File: src/design/kntc_pkg.sv
// Shared constants, codes and controller/datapath link types for the dial gesture decoder.
package kntc_pkg;

   // Field and state widths
   localparam int KIND_W   = 2;
   localparam int DELTA_W  = 7;
   localparam int EVENT_W  = 3;
   localparam int SENS_W   = 8;
   localparam int DCT_W    = 16;
   localparam int OFFSET_W = 10;
   localparam int SUM_W    = OFFSET_W + 1;
   localparam int MS_W     = 17;
   localparam int COUNT_W  = 7;

   // Configuration port
   localparam int CSR_IDX_W  = 1;
   localparam int CSR_DATA_W = 16;
   localparam logic [CSR_IDX_W-1:0] CSR_SENSITIVITY       = 1'b0;
   localparam logic [CSR_IDX_W-1:0] CSR_DOUBLE_CLICK_TIME = 1'b1;

   localparam logic [SENS_W-1:0] SENS_RESET = 8'd8;
   localparam logic [DCT_W-1:0]  DCT_RESET  = 16'd300;

   // Request kinds
   localparam logic [KIND_W-1:0] KIND_TICK   = 2'd0;
   localparam logic [KIND_W-1:0] KIND_DIAL   = 2'd1;
   localparam logic [KIND_W-1:0] KIND_BUTTON = 2'd2;

   // Event codes
   localparam logic [EVENT_W-1:0] EV_LEFT    = 3'd0;
   localparam logic [EVENT_W-1:0] EV_RIGHT   = 3'd1;
   localparam logic [EVENT_W-1:0] EV_PLEFT   = 3'd2;
   localparam logic [EVENT_W-1:0] EV_PRIGHT  = 3'd3;
   localparam logic [EVENT_W-1:0] EV_CLICK   = 3'd4;
   localparam logic [EVENT_W-1:0] EV_DCLICK  = 3'd5;

   // Limits
   localparam logic [MS_W-1:0]     MS_MAX       = 17'h1FFFF;
   localparam logic [COUNT_W-1:0]  LAST_SLOT    = 7'd63;
   localparam logic [DELTA_W-1:0]  DELTA_MOST_NEG = 7'b1000000;
   localparam logic [DELTA_W-1:0]  DELTA_CLAMPED  = 7'b1000001;
   localparam logic signed [SUM_W-1:0] OFFSET_HI = 11'sd511;
   localparam logic signed [SUM_W-1:0] OFFSET_LO = -11'sd512;

   // Controller to datapath
   typedef struct packed {
      logic load;     // capture request fields
      logic apply;    // update gesture state, arm event generator
      logic advance;  // emit current event into the response register
   } dp_cmd_type;

   // Datapath to controller
   typedef struct packed {
      logic ev_avail;   // generator has an event to send
      logic slot_free;  // response register can take an event
   } dp_status_type;

endpackage

File: src/design/kntc_req_if.sv
// Request channel: valid/ready handshake with the dial gesture input item.
interface kntc_req_if;
   logic                              valid;
   logic                              ready;
   logic [kntc_pkg::KIND_W-1:0]       kind;
   logic signed [kntc_pkg::DELTA_W-1:0] dial_delta;
   logic                              button_down;

   modport source (output valid, kind, dial_delta, button_down, input ready);
   modport sink   (input valid, kind, dial_delta, button_down, output ready);
endinterface

File: src/design/kntc_rsp_if.sv
// Response channel: valid/ready handshake carrying one gesture event.
interface kntc_rsp_if;
   logic                         valid;
   logic                         ready;
   logic [kntc_pkg::EVENT_W-1:0] event_code;
   logic                         last_of_run;

   modport source (output valid, event_code, last_of_run, input ready);
   modport sink   (input valid, event_code, last_of_run, output ready);
endinterface

File: src/design/knob_turn_and_click_decoder_top.sv
// Top level of the push-button dial gesture decoder.
// Each request (a 1 ms tick, a dial rotation or a button change) is taken only
// while the decoder is idle and then passes through the apply and emit states;
// a dial request gives at most 64 events. The event generator emits one event
// per cycle into a response register; a stalled response holds the generator,
// and the final event of a request carries last_of_run. A request that produces
// no event (most ticks, presses, kind 3) goes from emit straight back to idle.
// A new request may be accepted while the last event of the previous one still
// waits in the response register.
// Configuration: csr_index 0 is sensitivity (0 acts as 1), csr_index 1 is
// double_click_time; write only while idle.
module knob_turn_and_click_decoder_top (
   input  logic                            clock,
   input  logic                            reset,
   input  logic                            csr_we,
   input  logic [kntc_pkg::CSR_IDX_W-1:0]  csr_index,
   input  logic [kntc_pkg::CSR_DATA_W-1:0] csr_wdata,
   kntc_req_if.sink                        req_bus,
   kntc_rsp_if.source                      rsp_bus
);

   kntc_pkg::dp_cmd_type    cmd;
   kntc_pkg::dp_status_type status;

   // Sequencer
   kntc_ctrl u_ctrl (
      .clock     (clock),
      .reset     (reset),
      .req_valid (req_bus.valid),
      .req_ready (req_bus.ready),
      .status    (status),
      .cmd       (cmd)
   );

   // State and event generation
   kntc_datapath u_datapath (
      .clock           (clock),
      .reset           (reset),
      .csr_we          (csr_we),
      .csr_index       (csr_index),
      .csr_wdata       (csr_wdata),
      .req_kind        (req_bus.kind),
      .req_dial_delta  (req_bus.dial_delta),
      .req_button_down (req_bus.button_down),
      .rsp_ready       (rsp_bus.ready),
      .rsp_valid       (rsp_bus.valid),
      .rsp_event_code  (rsp_bus.event_code),
      .rsp_last_of_run (rsp_bus.last_of_run),
      .cmd             (cmd),
      .status          (status)
   );

endmodule

File: src/design/kntc_datapath.sv
// Datapath: configuration, gesture state, event generator and response register.
module kntc_datapath (
   input  logic                                clock,
   input  logic                                reset,
   input  logic                                csr_we,
   input  logic [kntc_pkg::CSR_IDX_W-1:0]      csr_index,
   input  logic [kntc_pkg::CSR_DATA_W-1:0]     csr_wdata,
   input  logic [kntc_pkg::KIND_W-1:0]         req_kind,
   input  logic signed [kntc_pkg::DELTA_W-1:0] req_dial_delta,
   input  logic                                req_button_down,
   input  logic                                rsp_ready,
   output logic                                rsp_valid,
   output logic [kntc_pkg::EVENT_W-1:0]        rsp_event_code,
   output logic                                rsp_last_of_run,
   input  kntc_pkg::dp_cmd_type                cmd,
   output kntc_pkg::dp_status_type             status
);

   // Configuration
   logic [kntc_pkg::SENS_W-1:0] sens_ff, sens_in;
   logic [kntc_pkg::DCT_W-1:0]  dct_ff, dct_in;

   // Captured request
   logic [kntc_pkg::KIND_W-1:0]         kind_ff, kind_in;
   logic signed [kntc_pkg::DELTA_W-1:0] delta_ff, delta_in;
   logic                                down_ff, down_in;

   // Gesture state
   logic                                 pushed_ff, pushed_in;
   logic                                 pending_ff, pending_in;
   logic                                 turned_ff, turned_in;
   logic signed [kntc_pkg::OFFSET_W-1:0] offset_ff, offset_in;
   logic [kntc_pkg::MS_W-1:0]            ms_ff, ms_in;

   // Event generator
   logic                           click_q_ff, click_q_in;
   logic                           dclick_q_ff, dclick_q_in;
   logic                           turn_on_ff, turn_on_in;
   logic                           dir_ff, dir_in;   // 1 right, 0 left
   logic [kntc_pkg::COUNT_W-1:0]   count_ff, count_in;

   // Response register
   logic                         rsp_valid_ff, rsp_valid_in;
   logic [kntc_pkg::EVENT_W-1:0] rsp_code_ff, rsp_code_in;
   logic                         rsp_last_ff, rsp_last_in;

   // Arithmetic
   logic [kntc_pkg::SENS_W-1:0]       sens_eff;
   logic signed [kntc_pkg::SUM_W-1:0] sens_ext, neg_sens, off_ext, sum, sum_sat, stepped;
   logic [kntc_pkg::MS_W-1:0]         ms_inc;
   logic cur_ok, nxt_ok, room, room_next, turn_avail, click_any, more;
   logic [kntc_pkg::EVENT_W-1:0] ev_code;

   // Step size, offset arithmetic and turn conditions
   always_comb begin
      sens_eff = (sens_ff == '0) ? kntc_pkg::SENS_W'(1) : sens_ff;
      sens_ext = $signed({{(kntc_pkg::SUM_W - kntc_pkg::SENS_W){1'b0}}, sens_eff});
      neg_sens = -sens_ext;
      off_ext  = kntc_pkg::SUM_W'(offset_ff);
      sum      = off_ext + kntc_pkg::SUM_W'(delta_ff);
      if (sum > kntc_pkg::OFFSET_HI) begin
         sum_sat = kntc_pkg::OFFSET_HI;
      end else if (sum < kntc_pkg::OFFSET_LO) begin
         sum_sat = kntc_pkg::OFFSET_LO;
      end else begin
         sum_sat = sum;
      end
      stepped   = dir_ff ? (off_ext - sens_ext) : (off_ext + sens_ext);
      cur_ok    = dir_ff ? (off_ext >= sens_ext) : (off_ext <= neg_sens);
      nxt_ok    = dir_ff ? (stepped >= sens_ext) : (stepped <= neg_sens);
      room      = (count_ff < kntc_pkg::COUNT_W'(64));
      room_next = room && (count_ff != kntc_pkg::LAST_SLOT);
      ms_inc    = (ms_ff == kntc_pkg::MS_MAX) ? ms_ff : ms_ff + 1'b1;
   end

   // Current event and whether another one follows it
   always_comb begin
      click_any  = click_q_ff || dclick_q_ff;
      turn_avail = turn_on_ff && cur_ok && room;
      more       = turn_on_ff && room_next && (click_any ? cur_ok : nxt_ok);
      if (dclick_q_ff) begin
         ev_code = kntc_pkg::EV_DCLICK;
      end else if (click_q_ff) begin
         ev_code = kntc_pkg::EV_CLICK;
      end else if (pushed_ff) begin
         ev_code = dir_ff ? kntc_pkg::EV_PRIGHT : kntc_pkg::EV_PLEFT;
      end else begin
         ev_code = dir_ff ? kntc_pkg::EV_RIGHT : kntc_pkg::EV_LEFT;
      end
   end

   assign status.ev_avail  = click_any || turn_avail;
   assign status.slot_free = !rsp_valid_ff || rsp_ready;

   // Next-state logic
   always_comb begin
      sens_in     = sens_ff;
      dct_in      = dct_ff;
      kind_in     = kind_ff;
      delta_in    = delta_ff;
      down_in     = down_ff;
      pushed_in   = pushed_ff;
      pending_in  = pending_ff;
      turned_in   = turned_ff;
      offset_in   = offset_ff;
      ms_in       = ms_ff;
      click_q_in  = click_q_ff;
      dclick_q_in = dclick_q_ff;
      turn_on_in  = turn_on_ff;
      dir_in      = dir_ff;
      count_in    = count_ff;
      rsp_valid_in = rsp_valid_ff;
      rsp_code_in  = rsp_code_ff;
      rsp_last_in  = rsp_last_ff;

      // configuration writes
      if (csr_we) begin
         unique case (csr_index)
            kntc_pkg::CSR_SENSITIVITY:       sens_in = csr_wdata[kntc_pkg::SENS_W-1:0];
            kntc_pkg::CSR_DOUBLE_CLICK_TIME: dct_in  = csr_wdata[kntc_pkg::DCT_W-1:0];
            default: ;
         endcase
      end

      // capture request, most negative delta clamps to -63
      if (cmd.load) begin
         kind_in  = req_kind;
         delta_in = (req_dial_delta == kntc_pkg::DELTA_MOST_NEG)
                    ? kntc_pkg::DELTA_CLAMPED : req_dial_delta;
         down_in  = req_button_down;
      end

      // gesture state update and generator arming
      if (cmd.apply) begin
         count_in   = '0;
         turn_on_in = 1'b0;
         unique case (kind_ff)
            kntc_pkg::KIND_TICK: begin
               ms_in = ms_inc;
               if (pending_ff && !pushed_ff &&
                   (ms_inc > {{(kntc_pkg::MS_W - kntc_pkg::DCT_W){1'b0}}, dct_ff})) begin
                  click_q_in = 1'b1;
                  pending_in = 1'b0;
               end
            end
            kntc_pkg::KIND_DIAL: begin
               offset_in  = sum_sat[kntc_pkg::OFFSET_W-1:0];
               turned_in  = 1'b1;
               turn_on_in = (delta_ff != '0);
               dir_in     = !delta_ff[kntc_pkg::DELTA_W-1];
               if (!pushed_ff && pending_ff) begin
                  click_q_in = 1'b1;
                  pending_in = 1'b0;
               end
            end
            kntc_pkg::KIND_BUTTON: begin
               if (down_ff) begin
                  pushed_in = 1'b1;
                  turned_in = 1'b0;
                  offset_in = '0;
                  ms_in     = '0;
               end else begin
                  if (pending_ff) begin
                     dclick_q_in = 1'b1;
                     pending_in  = 1'b0;
                  end else if (!turned_ff) begin
                     pending_in = 1'b1;
                  end
                  pushed_in = 1'b0;
                  turned_in = 1'b0;
                  offset_in = '0;
               end
            end
            default: ;
         endcase
      end

      // response register: emit one event or drain
      if (cmd.advance) begin
         count_in     = count_ff + 1'b1;
         rsp_valid_in = 1'b1;
         rsp_code_in  = ev_code;
         rsp_last_in  = !more;
         if (click_any) begin
            click_q_in  = 1'b0;
            dclick_q_in = 1'b0;
         end else begin
            offset_in = stepped[kntc_pkg::OFFSET_W-1:0];
         end
      end else if (rsp_ready) begin
         rsp_valid_in = 1'b0;
      end
   end

   // Control and architectural state
   always_ff @(posedge clock) begin
      if (reset) begin
         sens_ff      <= kntc_pkg::SENS_RESET;
         dct_ff       <= kntc_pkg::DCT_RESET;
         pushed_ff    <= 1'b0;
         pending_ff   <= 1'b0;
         turned_ff    <= 1'b0;
         offset_ff    <= '0;
         ms_ff        <= '0;
         click_q_ff   <= 1'b0;
         dclick_q_ff  <= 1'b0;
         turn_on_ff   <= 1'b0;
         count_ff     <= '0;
         rsp_valid_ff <= 1'b0;
      end else begin
         sens_ff      <= sens_in;
         dct_ff       <= dct_in;
         pushed_ff    <= pushed_in;
         pending_ff   <= pending_in;
         turned_ff    <= turned_in;
         offset_ff    <= offset_in;
         ms_ff        <= ms_in;
         click_q_ff   <= click_q_in;
         dclick_q_ff  <= dclick_q_in;
         turn_on_ff   <= turn_on_in;
         count_ff     <= count_in;
         rsp_valid_ff <= rsp_valid_in;
      end
   end

   // Payload registers
   always_ff @(posedge clock) begin
      kind_ff     <= kind_in;
      delta_ff    <= delta_in;
      down_ff     <= down_in;
      dir_ff      <= dir_in;
      rsp_code_ff <= rsp_code_in;
      rsp_last_ff <= rsp_last_in;
   end

   assign rsp_valid       = rsp_valid_ff;
   assign rsp_event_code  = rsp_code_ff;
   assign rsp_last_of_run = rsp_last_ff;

`ifndef NO_ASSERTIONS
   // An event marked last leaves the generator empty
   a_last_empties: assert property (@(posedge clock) disable iff (reset)
      cmd.advance && !more |=> !status.ev_avail)
      else $error("event marked last but generator still has events");

   // An event not marked last is followed by another
   a_more_follows: assert property (@(posedge clock) disable iff (reset)
      cmd.advance && more |=> status.ev_avail)
      else $error("event not marked last but generator is empty");

   // Per-request event cap
   a_count_cap: assert property (@(posedge clock) disable iff (reset)
      count_ff <= kntc_pkg::COUNT_W'(64))
      else $error("event count beyond cap");

   // Emitting never overwrites an untaken response
   a_no_overwrite: assert property (@(posedge clock) disable iff (reset)
      cmd.advance |-> (!rsp_valid_ff || rsp_ready))
      else $error("response register overwritten");
`endif

endmodule

File: src/design/kntc_ctrl.sv
// Controller: sequences request capture, state update and per-event emission.
module kntc_ctrl (
   input  logic                    clock,
   input  logic                    reset,
   input  logic                    req_valid,
   output logic                    req_ready,
   input  kntc_pkg::dp_status_type status,
   output kntc_pkg::dp_cmd_type    cmd
);

   typedef enum logic [2:0] {
      ST_IDLE  = 3'b001,
      ST_APPLY = 3'b010,
      ST_EMIT  = 3'b100
   } state_type;

   state_type state_ff, state_in;

   // Handshake and commands
   assign req_ready   = (state_ff == ST_IDLE);
   assign cmd.load    = req_valid && req_ready;
   assign cmd.apply   = (state_ff == ST_APPLY);
   assign cmd.advance = (state_ff == ST_EMIT) && status.ev_avail && status.slot_free;

   // Next state
   always_comb begin
      state_in = state_ff;
      unique case (state_ff)
         ST_IDLE:  if (cmd.load) state_in = ST_APPLY;
         ST_APPLY: state_in = ST_EMIT;
         ST_EMIT:  if (!status.ev_avail) state_in = ST_IDLE;
         default:  state_in = ST_IDLE;
      endcase
   end

   always_ff @(posedge clock) begin
      if (reset) begin
         state_ff <= ST_IDLE;
      end else begin
         state_ff <= state_in;
      end
   end

endmodule

File: src/flat_wrapper.sv
// flat-port wrapper written by rule: the top's interface ports become plain ports
module knob_turn_and_click_decoder_top_flat 
  (clock, reset, csr_we, csr_index, csr_wdata, req_bus_valid, req_bus_kind, req_bus_dial_delta, req_bus_button_down, req_bus_ready, rsp_bus_valid, rsp_bus_event_code, rsp_bus_last_of_run, rsp_bus_ready);
  kntc_req_if req_bus_i ();
  kntc_rsp_if rsp_bus_i ();
  input  logic clock;
  input  logic reset;
  input  logic csr_we;
  input  logic [kntc_pkg::CSR_IDX_W-1:0] csr_index;
  input  logic [kntc_pkg::CSR_DATA_W-1:0] csr_wdata;
  input wire logic [$bits(req_bus_i.valid)-1:0] req_bus_valid;
  input wire logic [$bits(req_bus_i.kind)-1:0] req_bus_kind;
  input wire logic [$bits(req_bus_i.dial_delta)-1:0] req_bus_dial_delta;
  input wire logic [$bits(req_bus_i.button_down)-1:0] req_bus_button_down;
  output wire logic [$bits(req_bus_i.ready)-1:0] req_bus_ready;
  output wire logic [$bits(rsp_bus_i.valid)-1:0] rsp_bus_valid;
  output wire logic [$bits(rsp_bus_i.event_code)-1:0] rsp_bus_event_code;
  output wire logic [$bits(rsp_bus_i.last_of_run)-1:0] rsp_bus_last_of_run;
  input wire logic [$bits(rsp_bus_i.ready)-1:0] rsp_bus_ready;
  assign req_bus_i.valid = req_bus_valid;
  assign req_bus_i.kind = req_bus_kind;
  assign req_bus_i.dial_delta = req_bus_dial_delta;
  assign req_bus_i.button_down = req_bus_button_down;
  assign req_bus_ready = req_bus_i.ready;
  assign rsp_bus_valid = rsp_bus_i.valid;
  assign rsp_bus_event_code = rsp_bus_i.event_code;
  assign rsp_bus_last_of_run = rsp_bus_i.last_of_run;
  assign rsp_bus_i.ready = rsp_bus_ready;
  knob_turn_and_click_decoder_top u_core (.clock(clock), .reset(reset), .csr_we(csr_we), .csr_index(csr_index), .csr_wdata(csr_wdata), .req_bus(req_bus_i), .rsp_bus(rsp_bus_i));
endmodule
File: config.mk
export PLATFORM = sky130hd
export DESIGN_NAME = knob_turn_and_click_decoder_top_flat
export DESIGN_NICKNAME = d
export VERILOG_FILES = /design/src/design/kntc_pkg.sv /design/src/design/kntc_req_if.sv /design/src/design/kntc_rsp_if.sv /design/src/design/knob_turn_and_click_decoder_top.sv /design/src/design/kntc_datapath.sv /design/src/design/kntc_ctrl.sv /design/src/flat_wrapper.sv
export SDC_FILE = /design/constraint.sdc
export NUM_CORES = 1
export LEC_CHECK = 0
export BUFFER_PORTS_ARGS = -buffer_cell sky130_fd_sc_hd__buf_2
export CAP_MARGIN = 5
export CORE_MARGIN = 2
export CORE_UTILIZATION = 48
export CTS_CLUSTER_DIAMETER = 60
export DETAILED_ROUTE_END_ITERATION = 12
export HOLD_SLACK_MARGIN = 0.05
export PLACE_DENSITY = 0.65
export SLEW_MARGIN = 5
export SYNTH_ARGS = -nofsm -noshare
export SYNTH_HDL_FRONTEND = slang
export SYNTH_HIERARCHICAL = 1
export SYNTH_SLANG_ARGS = --single-unit
File: constraint.sdc
create_clock -name clock -period 5.4 [get_ports clock]
set_input_delay 0.27 -clock clock [delete_from_list [all_inputs] [get_ports clock]]
set_output_delay 0.27 -clock clock [all_outputs]
set_load 0.1 [all_outputs]
==> flow_summary_export.csv <==
group,metric,value,unit
die,dieArea,14100,um^2
clock_tree,htreeDepth,3,
cells_and_area,antenna_cells,0,
clock_tree,cts-root-buf,"clkbuf_16",
global_routing,grt_max_degree,61,
route,vias,5719,
worst_setup_path,regToRegSetupSlack,0.60,ns
power_and_ir_drop,power.leakage,2.89,nW
sta,slew_headroom,41.2,%
die,rows,41,
cells_and_area,area_delta_synth_final,9.11,%
global_routing,gr-total-overflow,0,
route,drc,0,
global_routing,grtUsageTotal,23.3,%
sta,timing.fmax,208,MHz
logic_synthesis,synth_area_leaders,"dfxtp_1, ha_1, edfxtp_1, a21oi_1, nand2_1",
clock_tree,holdBufCountCts,0,
logic_synthesis,yosys.area.top_type,"dfxtp_1",
worst_setup_path,r2r-end,"u_core/u_datapath/offset_ff[0]$_SDFF_PP0_",
clock_tree,clkTransAtPathRegs,0.07,ns
worst_setup_path,reg2reg_from,"u_core/u_datapath/sens_ff[4]$_SDFFE_PP0P_",
logic_synthesis,synth-seq-cells,83,
sta,fin_skew,0.00897,ns
clock_tree,clockBufferDepth,2,
logic_synthesis,yosys.cell_types.count,73,
logic_synthesis,async_flop_share,0,%
placement,gp_congestion,0.943,
cells_and_area,final_core_util,54.3,%
sta,grt_setup_unrepaired,"no",
global_routing,antenna_found_initial,0,
global_routing,grt_pass1_vias,5349,
route,top_layer,"met4",
clock_tree,clock_sinks,83,
global_routing,grt_pass1_wl,26.6,mm
placement,portBuffers,37,
clock_tree,clock_latency,0.34,ns
worst_setup_path,crit_end,"u_core/u_datapath/offset_ff[0]$_SDFF_PP0_",
cells_and_area,drive_gt1_share,9.27,%
logic_synthesis,seq_area_frac_synth,28.6,%
logic_synthesis,syn_area,6330,um^2
cells_and_area,nets,916,
die,die-height,119,um
clock_tree,tritoncts,"done",
route,drt_iter0_drc,443,
sta,period_minus_slack,4.80,ns
die,start_util,49.8,%
sta,setup_viol,0,
worst_setup_path,ff2ff_path_depth,21,
cells_and_area,final_cell_area,6910,um^2
worst_setup_path,cp.arrival,5.04,ns
logic_synthesis,synth.most_common_cell,"nand2_1",
sta,hold_ws,0.104,ns
die,core_area,12700,um^2
clock_tree,numCtsBuffers,9,
sta,timing.setup.tns,0,ns
die,pin_count,38,
flow_run,cap_violations,0,
sta,tightestPinTransition,0.878,ns
placement,dp_slack,0.181,ns
run_status,outcome,"completed",
route,wl_met3,718,um
logic_synthesis,synth_top_cell_area_share,21.5,%
worst_setup_path,worstPathRequired,5.65,ns
hold_path,holdCritPathClass,"in2reg",
route,dr.pass1.iters,5,
sta,drv_slew,0,
logic_synthesis,synth_edf_count,15,
placement,placed_area,6590,um^2
power_and_ir_drop,powerDensity,220,nW/um^2
logic_synthesis,syn_inst,792,
logic_synthesis,synth_common_cells,"nand2_1, ha_1, a21oi_1",
logic_synthesis,avgSynthCellArea,7.99,um^2
route,met1Wirelength,8.04,mm
sta,post-route-period-util,88.9,%
route,met2_wirelength,7.12,mm
die,dieWidth,119,um
worst_setup_path,path_class,"reg2reg",
worst_setup_path,critPathLaunchType,"flop",
route,routedWlPerCell,16.5,um
route,wl,16.2,mm
power_and_ir_drop,ir_worst_vdd,0.168,mV
logic_synthesis,ys.warnings.count,6,
worst_setup_path,cp-startpoint,"u_core/u_datapath/sens_ff[4]$_SDFFE_PP0P_",
worst_setup_path,critPathMaxFanout,18,
worst_setup_path,end_kind,"flop",
logic_synthesis,synth_ff_type,"dfxtp_1",
sta,hold_viol,0,
route,ant_nets,0,
placement,dpl.hpwl,12.6,mm
route,vias_per_cell,5.83,
sta,setup_ws,0.601,ns
## worst min path at each step
stage,from,end,slack [ns],cells after the start
floorplan,reset,u_core/u_ctrl/state_ff[1]$_SDFFE_PP0P_,0.34,1
detailed placement,req_bus_kind[0],u_core/u_datapath/kind_ff[0]$_DFFE_PP_,0.45,1
global placement,u_core/u_datapath/dct_ff[11]$_SDFFE_PP0P_,u_core/u_datapath/dct_ff[11]$_SDFFE_PP0P_,0.44,2
CTS,req_bus_kind[0],u_core/u_datapath/kind_ff[0]$_DFFE_PP_,0.09,1
global route,req_bus_button_down,u_core/u_datapath/down_ff$_DFFE_PP_,0.09,1
finish,req_bus_kind[0],u_core/u_datapath/kind_ff[0]$_DFFE_PP_,0.10,1
## sequential cells by signal (all words and copies together), names as in the netlist, 2 cells and up
register and flops:
u_core/u_datapath/delta_ff 7, u_core/u_ctrl/state_ff 3, u_core/u_datapath/count_ff 7, u_core/u_datapath/rsp_event_code 3
u_core/u_datapath/offset_ff 10, u_core/u_datapath/sens_ff 8, u_core/u_datapath/dct_ff 16, u_core/u_datapath/ms_ff 17
u_core/u_datapath/kind_ff 2
## cell type report
class	instances	area (um^2)
clock buffer	9	225
clock inverter	7	80.1
fill	1256	5820
inverter	54	203
multi-input combinational	617	4170
sequential	83	1810
tap	172	215
timing repair buffer	39	200
## per-layer routing
metal | vias to the layer above | track usage [%]
met5 | - | 0
li1 | 2865 | -
met4 | 0 | 5.73
met1 | 2685 | 33.9
met3 | 21 | 3.74
met2 | 148 | 36.2
## what timing repair did
item,in CTS,in global routing
setup buffers,0,0
resized for setup,0,2
endpoints found under the hold margin,0,0
endpoints found under the setup margin,0,15
## stage by stage
step                      instances  power (mW)
after floorplan                 793       0.832
after global placement          965       0.895
after detailed placement        965       0.898
after CTS                       981        1.53
after global routing            981        1.59
final                           981        1.52
## critical path, cell delays in order, from the launching register on
cell and delay, ns:
dfxtp_1 0.46, inv_1 0.13, nand3_1 0.19, nor2_1 0.06, a21o_1 0.24, inv_1 0.08, ha_1 0.18, nand3_1 0.18
nor3_1 0.22, xnor2_1 0.13, ha_1 0.31, nand4_1 0.14, nor4_1 0.27, or3_1 0.14, a211oi_1 0.08, o21ai_0 0.29
nand4bb_1 0.23, nor2_4 0.39, inv_1 0.24, nor2_2 0.39, a21oi_1 0.09, a221oi_1 0.26
## where the power goes
part | internal [mW] | switching [mW]
Combinational | 0.0858 | 0.141
Sequential | 0.647 | 0.0142
Clock | 0.366 | 0.268
## cell families (layout without fill, tap and decap cells)
logic type / Yosys count / in the layout / share of synthesized area (%)
adders and majority gates: 81 / 81 / 16.3
and+or+nand+nor: 277 / 277 / 21.5
AOI/OAI and AO/OA: 221 / 221 / 22.8
xor gates and xnor gates: 33 / 33 / 4.57
DFF: 83 / 83 / 28.6
buffers and inverters: 93 / 109 / 5.65
other: 1 / 2 / 0.0592
muxes: 3 / 3 / 0.474
## cells in the final DEF, fill, tap and decap left out, types with 12 or more instances in the layout
cell / n
nand2_1: 90
ha_1: 77
a21oi_1: 72
dfxtp_1: 68
nor2_1: 60
inv_1: 53
o21ai_0: 42
buf_2: 37
nor3_1: 27
xnor2_1: 20
nand3_1: 17
a211oi_1: 15
edfxtp_1: 15
xor2_1: 13
nand4_1: 12
nor2b_1: 12
No activity file was read; power rests on OpenSTA's default activity.
